### config.mk
export PLATFORM = sky130hd
export DESIGN_NAME = can_multiframe_reassembler
export DESIGN_NICKNAME = d
export VERILOG_FILES = /design/src/design/cmr_pkg.sv /design/src/design/can_multiframe_reassembler.sv /design/src/design/cmr_queue.sv /design/src/design/cmr_front.sv /design/src/design/cmr_back.sv
export VERILOG_INCLUDE_DIRS = /design/src /design/src/design
export SDC_FILE = /design/constraint.sdc
export NUM_CORES = 2
export LEC_CHECK = 0
export BUFFER_PORTS_ARGS = -buffer_cell sky130_fd_sc_hd__buf_2
export CAP_MARGIN = 5
export CELL_PAD_IN_SITES_DETAIL_PLACEMENT = 1
export CELL_PAD_IN_SITES_GLOBAL_PLACEMENT = 1
export CORE_MARGIN = 1
export CORE_UTILIZATION = 40
export DETAILED_ROUTE_END_ITERATION = 7
export HOLD_SLACK_MARGIN = 0.02
export PLACE_DENSITY_LB_ADDON = 0.1
export SYNTH_ARGS = -nofsm -noshare
export SYNTH_HDL_FRONTEND = slang
export SYNTH_HIERARCHICAL = 1
export SYNTH_SLANG_ARGS = --single-unit
export TNS_END_PERCENT = 10
### constraint.sdc
create_clock -name clk_i -period 28.1 [get_ports clk_i]
set_input_delay 0 -clock clk_i [delete_from_list [all_inputs] [get_ports clk_i]]
set_output_delay 0 -clock clk_i [all_outputs]
set_load 0.01 [all_outputs]
### src/design/can_multiframe_reassembler_assert.svh
// Assertion macros used by the reassembler back end (cmr_back).
// They expect clk_i and rst_ni in the scope where they are used.
`ifndef CAN_MULTIFRAME_REASSEMBLER_ASSERT_SVH
`define CAN_MULTIFRAME_REASSEMBLER_ASSERT_SVH

// Same-cycle implication.
`define CMR_ASSERT_IMPLIES(lbl, pre, post, msg) \
  lbl: assert property (@(posedge clk_i) disable iff (!rst_ni) (pre) |-> (post)) \
    else $error(msg);

// Next-cycle implication.
`define CMR_ASSERT_NEXT(lbl, pre, post, msg) \
  lbl: assert property (@(posedge clk_i) disable iff (!rst_ni) (pre) |=> (post)) \
    else $error(msg);

`endif

### src/design/cmr_pkg.sv
package cmr_pkg;

  localparam logic [4:0]  TYPE_START  = 5'h1f;
  localparam logic [4:0]  TYPE_IGNORE = 5'h00;
  localparam logic [15:0] STALE_RESET = 16'd5000;

  // Field widths sized for the largest supported slot count and message size.
  localparam int SLOT_W = 4;
  localparam int LEN_W  = 7;

  typedef enum logic [1:0] {
    CMD_WRITE,
    CMD_EMIT_MEM,
    CMD_EMIT_DIRECT
  } cmd_kind_e;

  // One command from the front to the back. For CMD_WRITE, off is the byte
  // offset and cnt the byte count; for CMD_EMIT_MEM, off is the message length;
  // for CMD_EMIT_DIRECT, data and cnt carry the whole beat.
  typedef struct packed {
    cmd_kind_e          kind;
    logic [SLOT_W-1:0]  slot;
    logic [LEN_W-1:0]   off;
    logic [3:0]         cnt;
    logic [63:0]        data;
    logic [31:0]        frames;
    logic [31:0]        msgs;
    logic [31:0]        drops;
  } cmd_t;

endpackage

### src/design/can_multiframe_reassembler.sv
// CAN multi-frame reassembler. A frame transfer happens at a clock edge with
// start high and busy low. For a start frame or a continuation, the front
// steps through an accept state, a search of the slots one by one for a
// matching, free, stale or oldest slot, a decide state and a queue push; the
// continuation that completes a message adds the emit command as a second
// push. A continuation that matches no slot ends after the decide state with
// no push, a single-frame message goes from accept straight to its emit
// push, and ignored frames leave the front idle. While the queue stays full,
// the front waits in its push state. A completed message leaves through a
// two-entry command queue to the back end, which reads the message store one
// eight-byte row per cycle and presents one beat per cycle, up to eight
// beats, a stored beat passing the read, s1 and output registers.
// The receiver cannot stall: each beat sits on the result ports for
// exactly one cycle with msg_valid_o high, and beats of a message come in
// consecutive cycles. The front only waits while the queue is full, so a new
// frame may be taken while an earlier message is still being delivered.
module can_multiframe_reassembler #(
  parameter int SLOTS     = 4,
  parameter int MSG_BYTES = 64
) (
  input  logic        clk_i,
  input  logic        rst_ni,
  input  logic        start,
  output logic        busy,
  input  logic [28:0] frame_id_i,
  input  logic [63:0] frame_data_i,
  input  logic [3:0]  frame_len_i,
  input  logic [31:0] time_ms_i,
  input  logic        cfg_we_i,
  input  logic [15:0] cfg_wdata_i,
  output logic        msg_valid_o,
  output logic [63:0] msg_bytes_o,
  output logic [3:0]  beat_count_o,
  output logic        last_beat_o,
  output logic [31:0] frames_seen_o,
  output logic [31:0] messages_done_o,
  output logic [31:0] drops_seen_o
);

  cmr_pkg::cmd_t push_cmd, head_cmd;
  logic          push, full, pop, empty;

  // The front owns slot bookkeeping, counters and the timeout register.
  cmr_front #(
    .SLOTS     (SLOTS),
    .MSG_BYTES (MSG_BYTES)
  ) u_front (
    .clk_i        (clk_i),
    .rst_ni       (rst_ni),
    .start        (start),
    .busy         (busy),
    .frame_id_i   (frame_id_i),
    .frame_data_i (frame_data_i),
    .frame_len_i  (frame_len_i),
    .time_ms_i    (time_ms_i),
    .cfg_we_i     (cfg_we_i),
    .cfg_wdata_i  (cfg_wdata_i),
    .cmd_o        (push_cmd),
    .push_o       (push),
    .full_i       (full)
  );

  // Commands are kept in order, so a write always lands before a later
  // emit of the same slot reads it.
  cmr_queue u_queue (
    .clk_i   (clk_i),
    .rst_ni  (rst_ni),
    .push_i  (push),
    .cmd_i   (push_cmd),
    .full_o  (full),
    .pop_i   (pop),
    .empty_o (empty),
    .head_o  (head_cmd)
  );

  // The back owns the message store and the result ports.
  cmr_back #(
    .SLOTS     (SLOTS),
    .MSG_BYTES (MSG_BYTES)
  ) u_back (
    .clk_i           (clk_i),
    .rst_ni          (rst_ni),
    .empty_i         (empty),
    .head_i          (head_cmd),
    .pop_o           (pop),
    .valid_o         (msg_valid_o),
    .msg_bytes_o     (msg_bytes_o),
    .beat_count_o    (beat_count_o),
    .last_beat_o     (last_beat_o),
    .frames_seen_o   (frames_seen_o),
    .messages_done_o (messages_done_o),
    .drops_seen_o    (drops_seen_o)
  );

endmodule

### src/design/cmr_queue.sv
module cmr_queue (
  input  logic          clk_i,
  input  logic          rst_ni,
  input  logic          push_i,
  input  cmr_pkg::cmd_t cmd_i,
  output logic          full_o,
  input  logic          pop_i,
  output logic          empty_o,
  output cmr_pkg::cmd_t head_o
);

  cmr_pkg::cmd_t entry_q [2];
  logic          wr_ptr_q, rd_ptr_q;
  logic [1:0]    count_q;

  assign full_o  = (count_q == 2'd2);
  assign empty_o = (count_q == 2'd0);
  assign head_o  = entry_q[rd_ptr_q];

  always_ff @(posedge clk_i or negedge rst_ni) begin
    if (!rst_ni) begin
      wr_ptr_q <= 1'b0;
      rd_ptr_q <= 1'b0;
      count_q  <= 2'd0;
    end else begin
      if (push_i) begin
        wr_ptr_q <= ~wr_ptr_q;
      end
      if (pop_i) begin
        rd_ptr_q <= ~rd_ptr_q;
      end
      if (push_i && !pop_i) begin
        count_q <= count_q + 2'd1;
      end else if (!push_i && pop_i) begin
        count_q <= count_q - 2'd1;
      end
    end
  end

  always_ff @(posedge clk_i) begin
    if (push_i) begin
      entry_q[wr_ptr_q] <= cmd_i;
    end
  end

endmodule

### src/design/cmr_front.sv
module cmr_front #(
  parameter int SLOTS     = 4,
  parameter int MSG_BYTES = 64
) (
  input  logic          clk_i,
  input  logic          rst_ni,
  input  logic          start,
  output logic          busy,
  input  logic [28:0]   frame_id_i,
  input  logic [63:0]   frame_data_i,
  input  logic [3:0]    frame_len_i,
  input  logic [31:0]   time_ms_i,
  input  logic          cfg_we_i,
  input  logic [15:0]   cfg_wdata_i,
  output cmr_pkg::cmd_t cmd_o,
  output logic          push_o,
  input  logic          full_i
);

  localparam int SW = (SLOTS > 1) ? $clog2(SLOTS) : 1;
  localparam int LW = $clog2(MSG_BYTES + 1);

  typedef enum logic [2:0] {
    ST_IDLE,
    ST_SCAN,
    ST_DECIDE,
    ST_PUSH_W,
    ST_PUSH_E
  } state_e;

  state_e      state_q;
  logic [15:0] timeout_q;
  logic [31:0] frames_q, msgs_q, drops_q;

  logic          used_q  [SLOTS];
  logic [15:0]   dev_q   [SLOTS];
  logic [7:0]    seq_q   [SLOTS];
  logic [4:0]    rem_q   [SLOTS];
  logic [LW-1:0] len_q   [SLOTS];
  logic [31:0]   stamp_q [SLOTS];

  logic [15:0] key_q;
  logic [7:0]  fseq_q;
  logic [63:0] data_q;
  logic [3:0]  flen_q;
  logic [31:0] now_q;
  logic        is_start_q;
  logic [4:0]  follow_q;

  logic [SW-1:0] idx_q, midx_q, cidx_q, oidx_q;
  logic          mfound_q, cfound_q, cstale_q;
  logic [4:0]    mrem_q;
  logic [LW-1:0] mlen_q;
  logic [31:0]   ostamp_q;

  logic [SW-1:0]  w_slot_q, e_slot_q;
  logic [cmr_pkg::LEN_W-1:0] w_off_q, e_len_q;
  logic [3:0]     w_cnt_q, e_cnt_q;
  logic [63:0]    w_data_q, e_data_q;
  cmr_pkg::cmd_kind_e e_kind_q;
  logic           e_pend_q;

  logic          hit, stale, older;
  logic [31:0]   age, sdiff;
  logic [SW-1:0] start_slot;
  logic          start_drop;
  logic [LW:0]   sum_w, new_len, emit_len;
  logic [LW:0]   nclip;
  logic          len_ok;

  assign busy   = (state_q != ST_IDLE);
  assign len_ok = (frame_len_i != 4'd0) && (frame_len_i <= 4'd8);

  always_comb begin
    hit   = used_q[idx_q] && (dev_q[idx_q] == key_q) && (seq_q[idx_q] == fseq_q);
    age   = now_q - stamp_q[idx_q];
    stale = (age > {16'd0, timeout_q});
    sdiff = stamp_q[idx_q] - ostamp_q;
    older = sdiff[31];

    start_slot = mfound_q ? midx_q : (cfound_q ? cidx_q : oidx_q);
    start_drop = !mfound_q && (cstale_q || !cfound_q);

    // Append clipped to the message buffer size.
    sum_w = {1'b0, mlen_q} + (LW + 1)'(flen_q - 4'd1);
    if (sum_w > (LW + 1)'(MSG_BYTES)) begin
      nclip = (LW + 1)'(MSG_BYTES) - {1'b0, mlen_q};
    end else begin
      nclip = (LW + 1)'(flen_q - 4'd1);
    end
    new_len  = {1'b0, mlen_q} + nclip;
    emit_len = (new_len >= (LW + 1)'(2)) ? new_len - (LW + 1)'(2) : '0;
  end

  always_comb begin
    cmd_o        = '0;
    cmd_o.frames = frames_q;
    cmd_o.msgs   = msgs_q;
    cmd_o.drops  = drops_q;
    if (state_q == ST_PUSH_W) begin
      cmd_o.kind = cmr_pkg::CMD_WRITE;
      cmd_o.slot = cmr_pkg::SLOT_W'(w_slot_q);
      cmd_o.off  = w_off_q;
      cmd_o.cnt  = w_cnt_q;
      cmd_o.data = w_data_q;
    end else begin
      cmd_o.kind = e_kind_q;
      cmd_o.slot = cmr_pkg::SLOT_W'(e_slot_q);
      cmd_o.off  = e_len_q;
      cmd_o.cnt  = e_cnt_q;
      cmd_o.data = e_data_q;
    end
    push_o = ((state_q == ST_PUSH_W) || (state_q == ST_PUSH_E)) && !full_i;
  end

  always_ff @(posedge clk_i or negedge rst_ni) begin
    if (!rst_ni) begin
      state_q   <= ST_IDLE;
      timeout_q <= cmr_pkg::STALE_RESET;
      frames_q  <= '0;
      msgs_q    <= '0;
      drops_q   <= '0;
      e_pend_q  <= 1'b0;
      e_kind_q  <= cmr_pkg::CMD_EMIT_MEM;
      for (int i = 0; i < SLOTS; i++) begin
        used_q[i]  <= 1'b0;
        dev_q[i]   <= '0;
        seq_q[i]   <= '0;
        rem_q[i]   <= '0;
        len_q[i]   <= '0;
        stamp_q[i] <= '0;
      end
    end else begin
      if (cfg_we_i) begin
        timeout_q <= cfg_wdata_i;
      end
      unique case (state_q)
        ST_IDLE: begin
          if (start && len_ok) begin
            frames_q   <= frames_q + 32'd1;
            key_q      <= frame_id_i[15:0];
            data_q     <= frame_data_i;
            flen_q     <= frame_len_i;
            now_q      <= time_ms_i;
            follow_q   <= frame_data_i[7:3];
            idx_q      <= '0;
            mfound_q   <= 1'b0;
            cfound_q   <= 1'b0;
            cstale_q   <= 1'b0;
            if (frame_id_i[28:24] == cmr_pkg::TYPE_START) begin
              is_start_q <= 1'b1;
              fseq_q     <= frame_data_i[15:8];
              if (frame_len_i >= 4'd2) begin
                if (frame_data_i[7:3] == 5'd0) begin
                  // Single frame: the payload goes straight out.
                  msgs_q   <= msgs_q + 32'd1;
                  e_kind_q <= cmr_pkg::CMD_EMIT_DIRECT;
                  e_data_q <= frame_data_i >> 8;
                  e_cnt_q  <= frame_len_i - 4'd1;
                  e_slot_q <= '0;
                  e_len_q  <= '0;
                  state_q  <= ST_PUSH_E;
                end else begin
                  state_q <= ST_SCAN;
                end
              end
            end else if (frame_id_i[28:24] != cmr_pkg::TYPE_IGNORE) begin
              is_start_q <= 1'b0;
              fseq_q     <= frame_data_i[7:0];
              state_q    <= ST_SCAN;
            end
          end
        end
        ST_SCAN: begin
          if (!mfound_q && hit) begin
            mfound_q <= 1'b1;
            midx_q   <= idx_q;
            mrem_q   <= rem_q[idx_q];
            mlen_q   <= len_q[idx_q];
          end
          if (idx_q == '0) begin
            oidx_q   <= '0;
            ostamp_q <= stamp_q[idx_q];
          end
          if (!cfound_q) begin
            if (!used_q[idx_q]) begin
              cfound_q <= 1'b1;
              cidx_q   <= idx_q;
            end else if (stale) begin
              cfound_q <= 1'b1;
              cstale_q <= 1'b1;
              cidx_q   <= idx_q;
            end else if ((idx_q != '0) && older) begin
              oidx_q   <= idx_q;
              ostamp_q <= stamp_q[idx_q];
            end
          end
          if (idx_q == SW'(SLOTS - 1)) begin
            state_q <= ST_DECIDE;
          end else begin
            idx_q <= idx_q + SW'(1);
          end
        end
        ST_DECIDE: begin
          if (is_start_q) begin
            if (start_drop) begin
              drops_q <= drops_q + 32'd1;
            end
            used_q[start_slot]  <= 1'b1;
            dev_q[start_slot]   <= key_q;
            seq_q[start_slot]   <= fseq_q;
            rem_q[start_slot]   <= follow_q - 5'd1;
            stamp_q[start_slot] <= now_q;
            len_q[start_slot]   <= LW'(flen_q - 4'd2);
            w_slot_q <= start_slot;
            w_off_q  <= '0;
            w_cnt_q  <= flen_q - 4'd2;
            w_data_q <= data_q >> 16;
            e_pend_q <= 1'b0;
            state_q  <= ST_PUSH_W;
          end else if (!mfound_q) begin
            state_q <= ST_IDLE;
          end else begin
            len_q[midx_q] <= LW'(new_len);
            w_slot_q <= midx_q;
            w_off_q  <= cmr_pkg::LEN_W'(mlen_q);
            w_cnt_q  <= 4'(nclip);
            w_data_q <= data_q >> 8;
            if (mrem_q <= 5'd1) begin
              used_q[midx_q] <= 1'b0;
              rem_q[midx_q]  <= '0;
              msgs_q         <= msgs_q + 32'd1;
              e_pend_q       <= 1'b1;
              e_kind_q       <= cmr_pkg::CMD_EMIT_MEM;
              e_slot_q       <= midx_q;
              e_len_q        <= cmr_pkg::LEN_W'(emit_len);
              e_cnt_q        <= '0;
              e_data_q       <= '0;
            end else begin
              rem_q[midx_q] <= mrem_q - 5'd1;
              e_pend_q      <= 1'b0;
            end
            state_q <= ST_PUSH_W;
          end
        end
        ST_PUSH_W: begin
          if (!full_i) begin
            state_q <= e_pend_q ? ST_PUSH_E : ST_IDLE;
          end
        end
        ST_PUSH_E: begin
          if (!full_i) begin
            state_q <= ST_IDLE;
          end
        end
        default: state_q <= ST_IDLE;
      endcase
    end
  end

endmodule

### src/design/cmr_back.sv
`include "can_multiframe_reassembler_assert.svh"

module cmr_back #(
  parameter int SLOTS     = 4,
  parameter int MSG_BYTES = 64
) (
  input  logic          clk_i,
  input  logic          rst_ni,
  input  logic          empty_i,
  input  cmr_pkg::cmd_t head_i,
  output logic          pop_o,
  output logic          valid_o,
  output logic [63:0]   msg_bytes_o,
  output logic [3:0]    beat_count_o,
  output logic          last_beat_o,
  output logic [31:0]   frames_seen_o,
  output logic [31:0]   messages_done_o,
  output logic [31:0]   drops_seen_o
);

  localparam int ROWS  = (MSG_BYTES + 7) / 8;
  localparam int DEPTH = SLOTS * ROWS;
  localparam int AW    = (DEPTH > 1) ? $clog2(DEPTH) : 1;
  localparam int RW    = (ROWS > 1) ? $clog2(ROWS) : 1;

  typedef enum logic {
    B_IDLE,
    B_EMIT
  } state_e;

  state_e   state_q;
  logic [cmr_pkg::SLOT_W-1:0] slot_q;
  logic [RW-1:0]  row_q;
  logic [cmr_pkg::LEN_W-1:0] rem_q;
  logic [31:0]    frames_q, msgs_q, drops_q;

  logic           s1_valid_q, s1_direct_q, s1_last_q;
  logic [63:0]    s1_data_q;
  logic [3:0]     s1_cnt_q;
  logic [31:0]    s1_frames_q, s1_msgs_q, s1_drops_q;

  logic [7:0]     rd_q [8];
  logic [AW-1:0]  rd_addr;
  logic           do_write;
  logic [3:0]     beat_cnt;
  logic           beat_last;
  logic [63:0]    raw, masked;

  assign pop_o    = (state_q == B_IDLE) && !empty_i;
  assign do_write = pop_o && (head_i.kind == cmr_pkg::CMD_WRITE);
  assign rd_addr  = AW'(int'(slot_q) * ROWS + int'(row_q));
  assign beat_cnt  = (rem_q > cmr_pkg::LEN_W'(8)) ? 4'd8 : 4'(rem_q);
  assign beat_last = (rem_q <= cmr_pkg::LEN_W'(8));

  // Byte lane l holds message bytes whose offset is l modulo eight, so an
  // unaligned write of up to eight bytes touches each lane once.
  for (genvar l = 0; l < 8; l++) begin : g_lane
    logic [7:0]    mem [DEPTH];
    logic [2:0]    k;
    logic          we;
    logic [AW-1:0] waddr;
    logic [7:0]    wbyte;

    always_comb begin
      k     = 3'(l) - head_i.off[2:0];
      we    = do_write && ({1'b0, k} < head_i.cnt);
      waddr = AW'(int'(head_i.slot) * ROWS + ((int'(head_i.off) + int'(k)) >> 3));
      wbyte = 8'(head_i.data >> (8 * k));
    end

    always_ff @(posedge clk_i) begin
      if (we) begin
        mem[waddr] <= wbyte;
      end
      rd_q[l] <= mem[rd_addr];
    end
  end

  always_ff @(posedge clk_i or negedge rst_ni) begin
    if (!rst_ni) begin
      state_q    <= B_IDLE;
      s1_valid_q <= 1'b0;
      valid_o    <= 1'b0;
    end else begin
      s1_valid_q <= 1'b0;
      unique case (state_q)
        B_IDLE: begin
          if (pop_o) begin
            unique case (head_i.kind)
              cmr_pkg::CMD_EMIT_MEM: begin
                slot_q   <= head_i.slot;
                row_q    <= '0;
                rem_q    <= head_i.off;
                frames_q <= head_i.frames;
                msgs_q   <= head_i.msgs;
                drops_q  <= head_i.drops;
                state_q  <= B_EMIT;
              end
              cmr_pkg::CMD_EMIT_DIRECT: begin
                s1_valid_q  <= 1'b1;
                s1_direct_q <= 1'b1;
                s1_data_q   <= head_i.data;
                s1_cnt_q    <= head_i.cnt;
                s1_last_q   <= 1'b1;
                s1_frames_q <= head_i.frames;
                s1_msgs_q   <= head_i.msgs;
                s1_drops_q  <= head_i.drops;
              end
              default: ;
            endcase
          end
        end
        B_EMIT: begin
          s1_valid_q  <= 1'b1;
          s1_direct_q <= 1'b0;
          s1_cnt_q    <= beat_cnt;
          s1_last_q   <= beat_last;
          s1_frames_q <= frames_q;
          s1_msgs_q   <= msgs_q;
          s1_drops_q  <= drops_q;
          rem_q       <= rem_q - cmr_pkg::LEN_W'(beat_cnt);
          row_q       <= row_q + RW'(1);
          if (beat_last) begin
            state_q <= B_IDLE;
          end
        end
        default: state_q <= B_IDLE;
      endcase
      valid_o <= s1_valid_q;
    end
  end

  always_comb begin
    for (int b = 0; b < 8; b++) begin
      raw[8*b +: 8] = rd_q[b];
    end
    if (s1_direct_q) begin
      raw = s1_data_q;
    end
    for (int b = 0; b < 8; b++) begin
      masked[8*b +: 8] = (4'(b) < s1_cnt_q) ? raw[8*b +: 8] : 8'd0;
    end
  end

  always_ff @(posedge clk_i) begin
    msg_bytes_o     <= masked;
    beat_count_o    <= s1_cnt_q;
    last_beat_o     <= s1_last_q;
    frames_seen_o   <= s1_frames_q;
    messages_done_o <= s1_msgs_q;
    drops_seen_o    <= s1_drops_q;
  end

  `CMR_ASSERT_IMPLIES(a_cnt_range, valid_o, beat_count_o <= 4'd8, "beat count above eight")
  `CMR_ASSERT_IMPLIES(a_partial_last, valid_o && beat_count_o != 4'd8, last_beat_o, "partial beat not last")
  `CMR_ASSERT_NEXT(a_beats_back_to_back, valid_o && !last_beat_o, valid_o, "gap inside a message")

endmodule

==> flow_metrics.env <==
export IMPL_areaGrowthSynthToFinish_pct=16.35
export IMPL_drtIter0Drc=6311
export IMPL_cts_tree="yes"
export IMPL_setup_viol=0
export IMPL_grt_total_usage=0.2246
export IMPL_rsz0062_at_grt="no"
export IMPL_fin_tns_setup_ns=0
export IMPL_grt_pass1_vias=82140
export IMPL_finClkSkew_ns=0.07674
export IMPL_routedWlPerCell_um=29.30
export IMPL_port_buffer_count=307
export IMPL_max_freq_mhz=140.0
export IMPL_worstSetupEndpointType="flip-flop"
export IMPL_timing_final_ws_setup_ns=20.96
export IMPL_final_max_slew_viol_count=0
export IMPL_start_kind="flip-flop"
export IMPL_rows=221
export IMPL_status="completed"
export IMPL_mostFrequentLayoutCell="edfxtp_1"
export IMPL_cap_violations=0
export IMPL_cellPowerDensity_nw_per_um2=110.5
export IMPL_grt_max_degree=131
export IMPL_cts_root_buf="clkbuf_16"
export IMPL_syn_area_per_cell_um2=17.85
export IMPL_cts_resized=0
export IMPL_p_leak_nw=59.65
export IMPL_avgViaCountPerCell=5.515
export IMPL_num_vias=78320
export IMPL_grt_pass1_wl_mm=596.9
export IMPL_netlist_area_um2=145900
export IMPL_slew_headroom=0.07358
export IMPL_yosysWarnings=6
export IMPL_min_period_ns=7.141
export IMPL_ios=316
export IMPL_ant_nets=0
export IMPL_clock_latency_ns=0.97
export IMPL_nets=9354
export IMPL_drc=0
export IMPL_dpl_cell_area_um2=153300
export IMPL_cts_made_buffers=393
export IMPL_path_cells="inv_1 -> ha_1 -> nor3b_1 -> ha_1 -> a21oi_1 -> xnor2_1 -> o41ai_1 -> nand2_1 -> o21ai_0 -> ha_1 -> inv_1 -> fa_1 -> inv_1 -> a21oi_1 -> o21bai_1 -> a21o_1 -> a21oi_1 -> xor2_1 -> nand3_1 -> nor4_1 -> and4b_1"
export IMPL_clk_pin_slew_ns=0.06
export IMPL_hp_class="in -> reg"
export IMPL_layout_cells_most_common_list="edfxtp_1, mux4_2, mux2_2"
export IMPL_gp_congestion=0.8319
export IMPL_dieArea_um2=367100
export IMPL_core_area_um2=362800
export IMPL_die_h_um=605.9
export IMPL_finalInstanceArea_um2=169700
export IMPL_drive_gt1_frac=0.2587
export IMPL_start_util=0.4021
export IMPL_h_tree_depth=5
export IMPL_cp_data_required_time_ns=28.79
export IMPL_clock_tree_buffer_depth=4
export IMPL_cp_slowest_cell="nor4_1"
export IMPL_antenna_found_initial=47
export IMPL_setup_worst_path_class="reg -> reg"
export IMPL_syn_inst=8175
export IMPL_hold_buffers=316
export IMPL_slowest_delay_ns=0.80
export IMPL_die_x_um=605.9
export IMPL_post_cts_buffers=0
export IMPL_irDropWorstVdd_mv=0.1442
export IMPL_worstPathMaxFanout=11
export IMPL_worst_slew_pin_slew_ns=1.375
export IMPL_cts_sinks=3617
export IMPL_fin_crit_sh=0.2541
export IMPL_hpwl_mm=271.7
export IMPL_finalWirelength_mm=416.0
export IMPL_crit_arrival_ns=7.83
export IMPL_hold_viol=0
export IMPL_preCtsSetupSlack_ns=21.09
export IMPL_power_mw=18.75
export IMPL_overflow=0
export IMPL_dr_pass1_iters=8
-- routing by layer --
layer | vias to the layer above | wire, um | share of wire | global-route usage
met1 | 41910 | 184500 | 0.44 | 0.3134
li1 | 34000 | - | - | -
met3 | 527 | 19690 | 0.047 | 0.03355
met2 | 1859 | 200500 | 0.48 | 0.3690
met5 | - | 126 | 0.00030 | 0
met4 | 20 | 11230 | 0.027 | 0.05811
-- sequential cells by signal, summed over array words and instances (netlist names), 56 cells and up --
register,cells
u_back/s1_data_q,64
u_front/e_data_q,56
u_front/stamp_q,128
u_back/g_lane.mem,2048
u_front/w_data_q,56
u_front/data_q,61
u_front/dev_q,64
u_back/rd_q,64
u_back/msg_bytes_o,64
u_queue/entry_q,350
-- worst max-delay path, delay by kind of cell, from the launching register on --
family / cells / cell delay [ns]
buffers and inverters: 3 / 0.28
AND/OR/NAND/NOR: 5 / 2.50
adder cells (fa/ha/maj): 4 / 1.25
XOR/XNOR: 2 / 0.68
flip-flops: 1 / 0.51
AO/OA/AOI/OAI: 7 / 1.67
-- path summary, 6_finish.rpt --
path	start	endpoint	slack [ns]	cells after the start
hold reg to reg	u_back/s1_frames_q[27]	u_back/frames_seen_o[27]	0.34	0
max in group asynchronous	rst_ni	u_front/stamp_q[22]	25.95	5
min in group asynchronous	rst_ni	u_front/seq_q[14]	0.34	4
hold / removal	frame_data_i[21]	u_front/e_data_q[13]	0.09	3
setup reg to reg	u_front/flen_q[0]	u_front/e_len_q[3]	20.96	21
setup / recovery	u_front/flen_q[0]	u_front/e_len_q[3]	20.96	21
-- metrics by stage --
stage	hold slack, ns	cells	utilization
after floorplan	-0.2956	8182	-
after global placement	0.002297	13140	0.4225
after detailed placement	0.01519	13140	0.4226
after CTS	0.02060	14190	0.4677
after global routing	0.05750	14200	0.4678
final	0.09454	14200	0.4679
-- power breakdown --
group / total (mW) / switching [mW] / internal (mW)
Clock: 5.26 / 2.16 / 3.10
Combinational: 5.73 / 3.86 / 1.87
Sequential: 7.76 / 0.258 / 7.50
-- final cells by class --
class	instances	area [um^2]
multi-input cells	4025	38960
clock buffers	519	10760
inverters	142	533.0
diodes	11	27.53
well taps	4794	5998
fillers	34150	193000
clock inverters	213	2439
flip-flops and latches	3617	104300
repair buffers	880	6699
No activity file was read; power rests on OpenSTA's default activity.
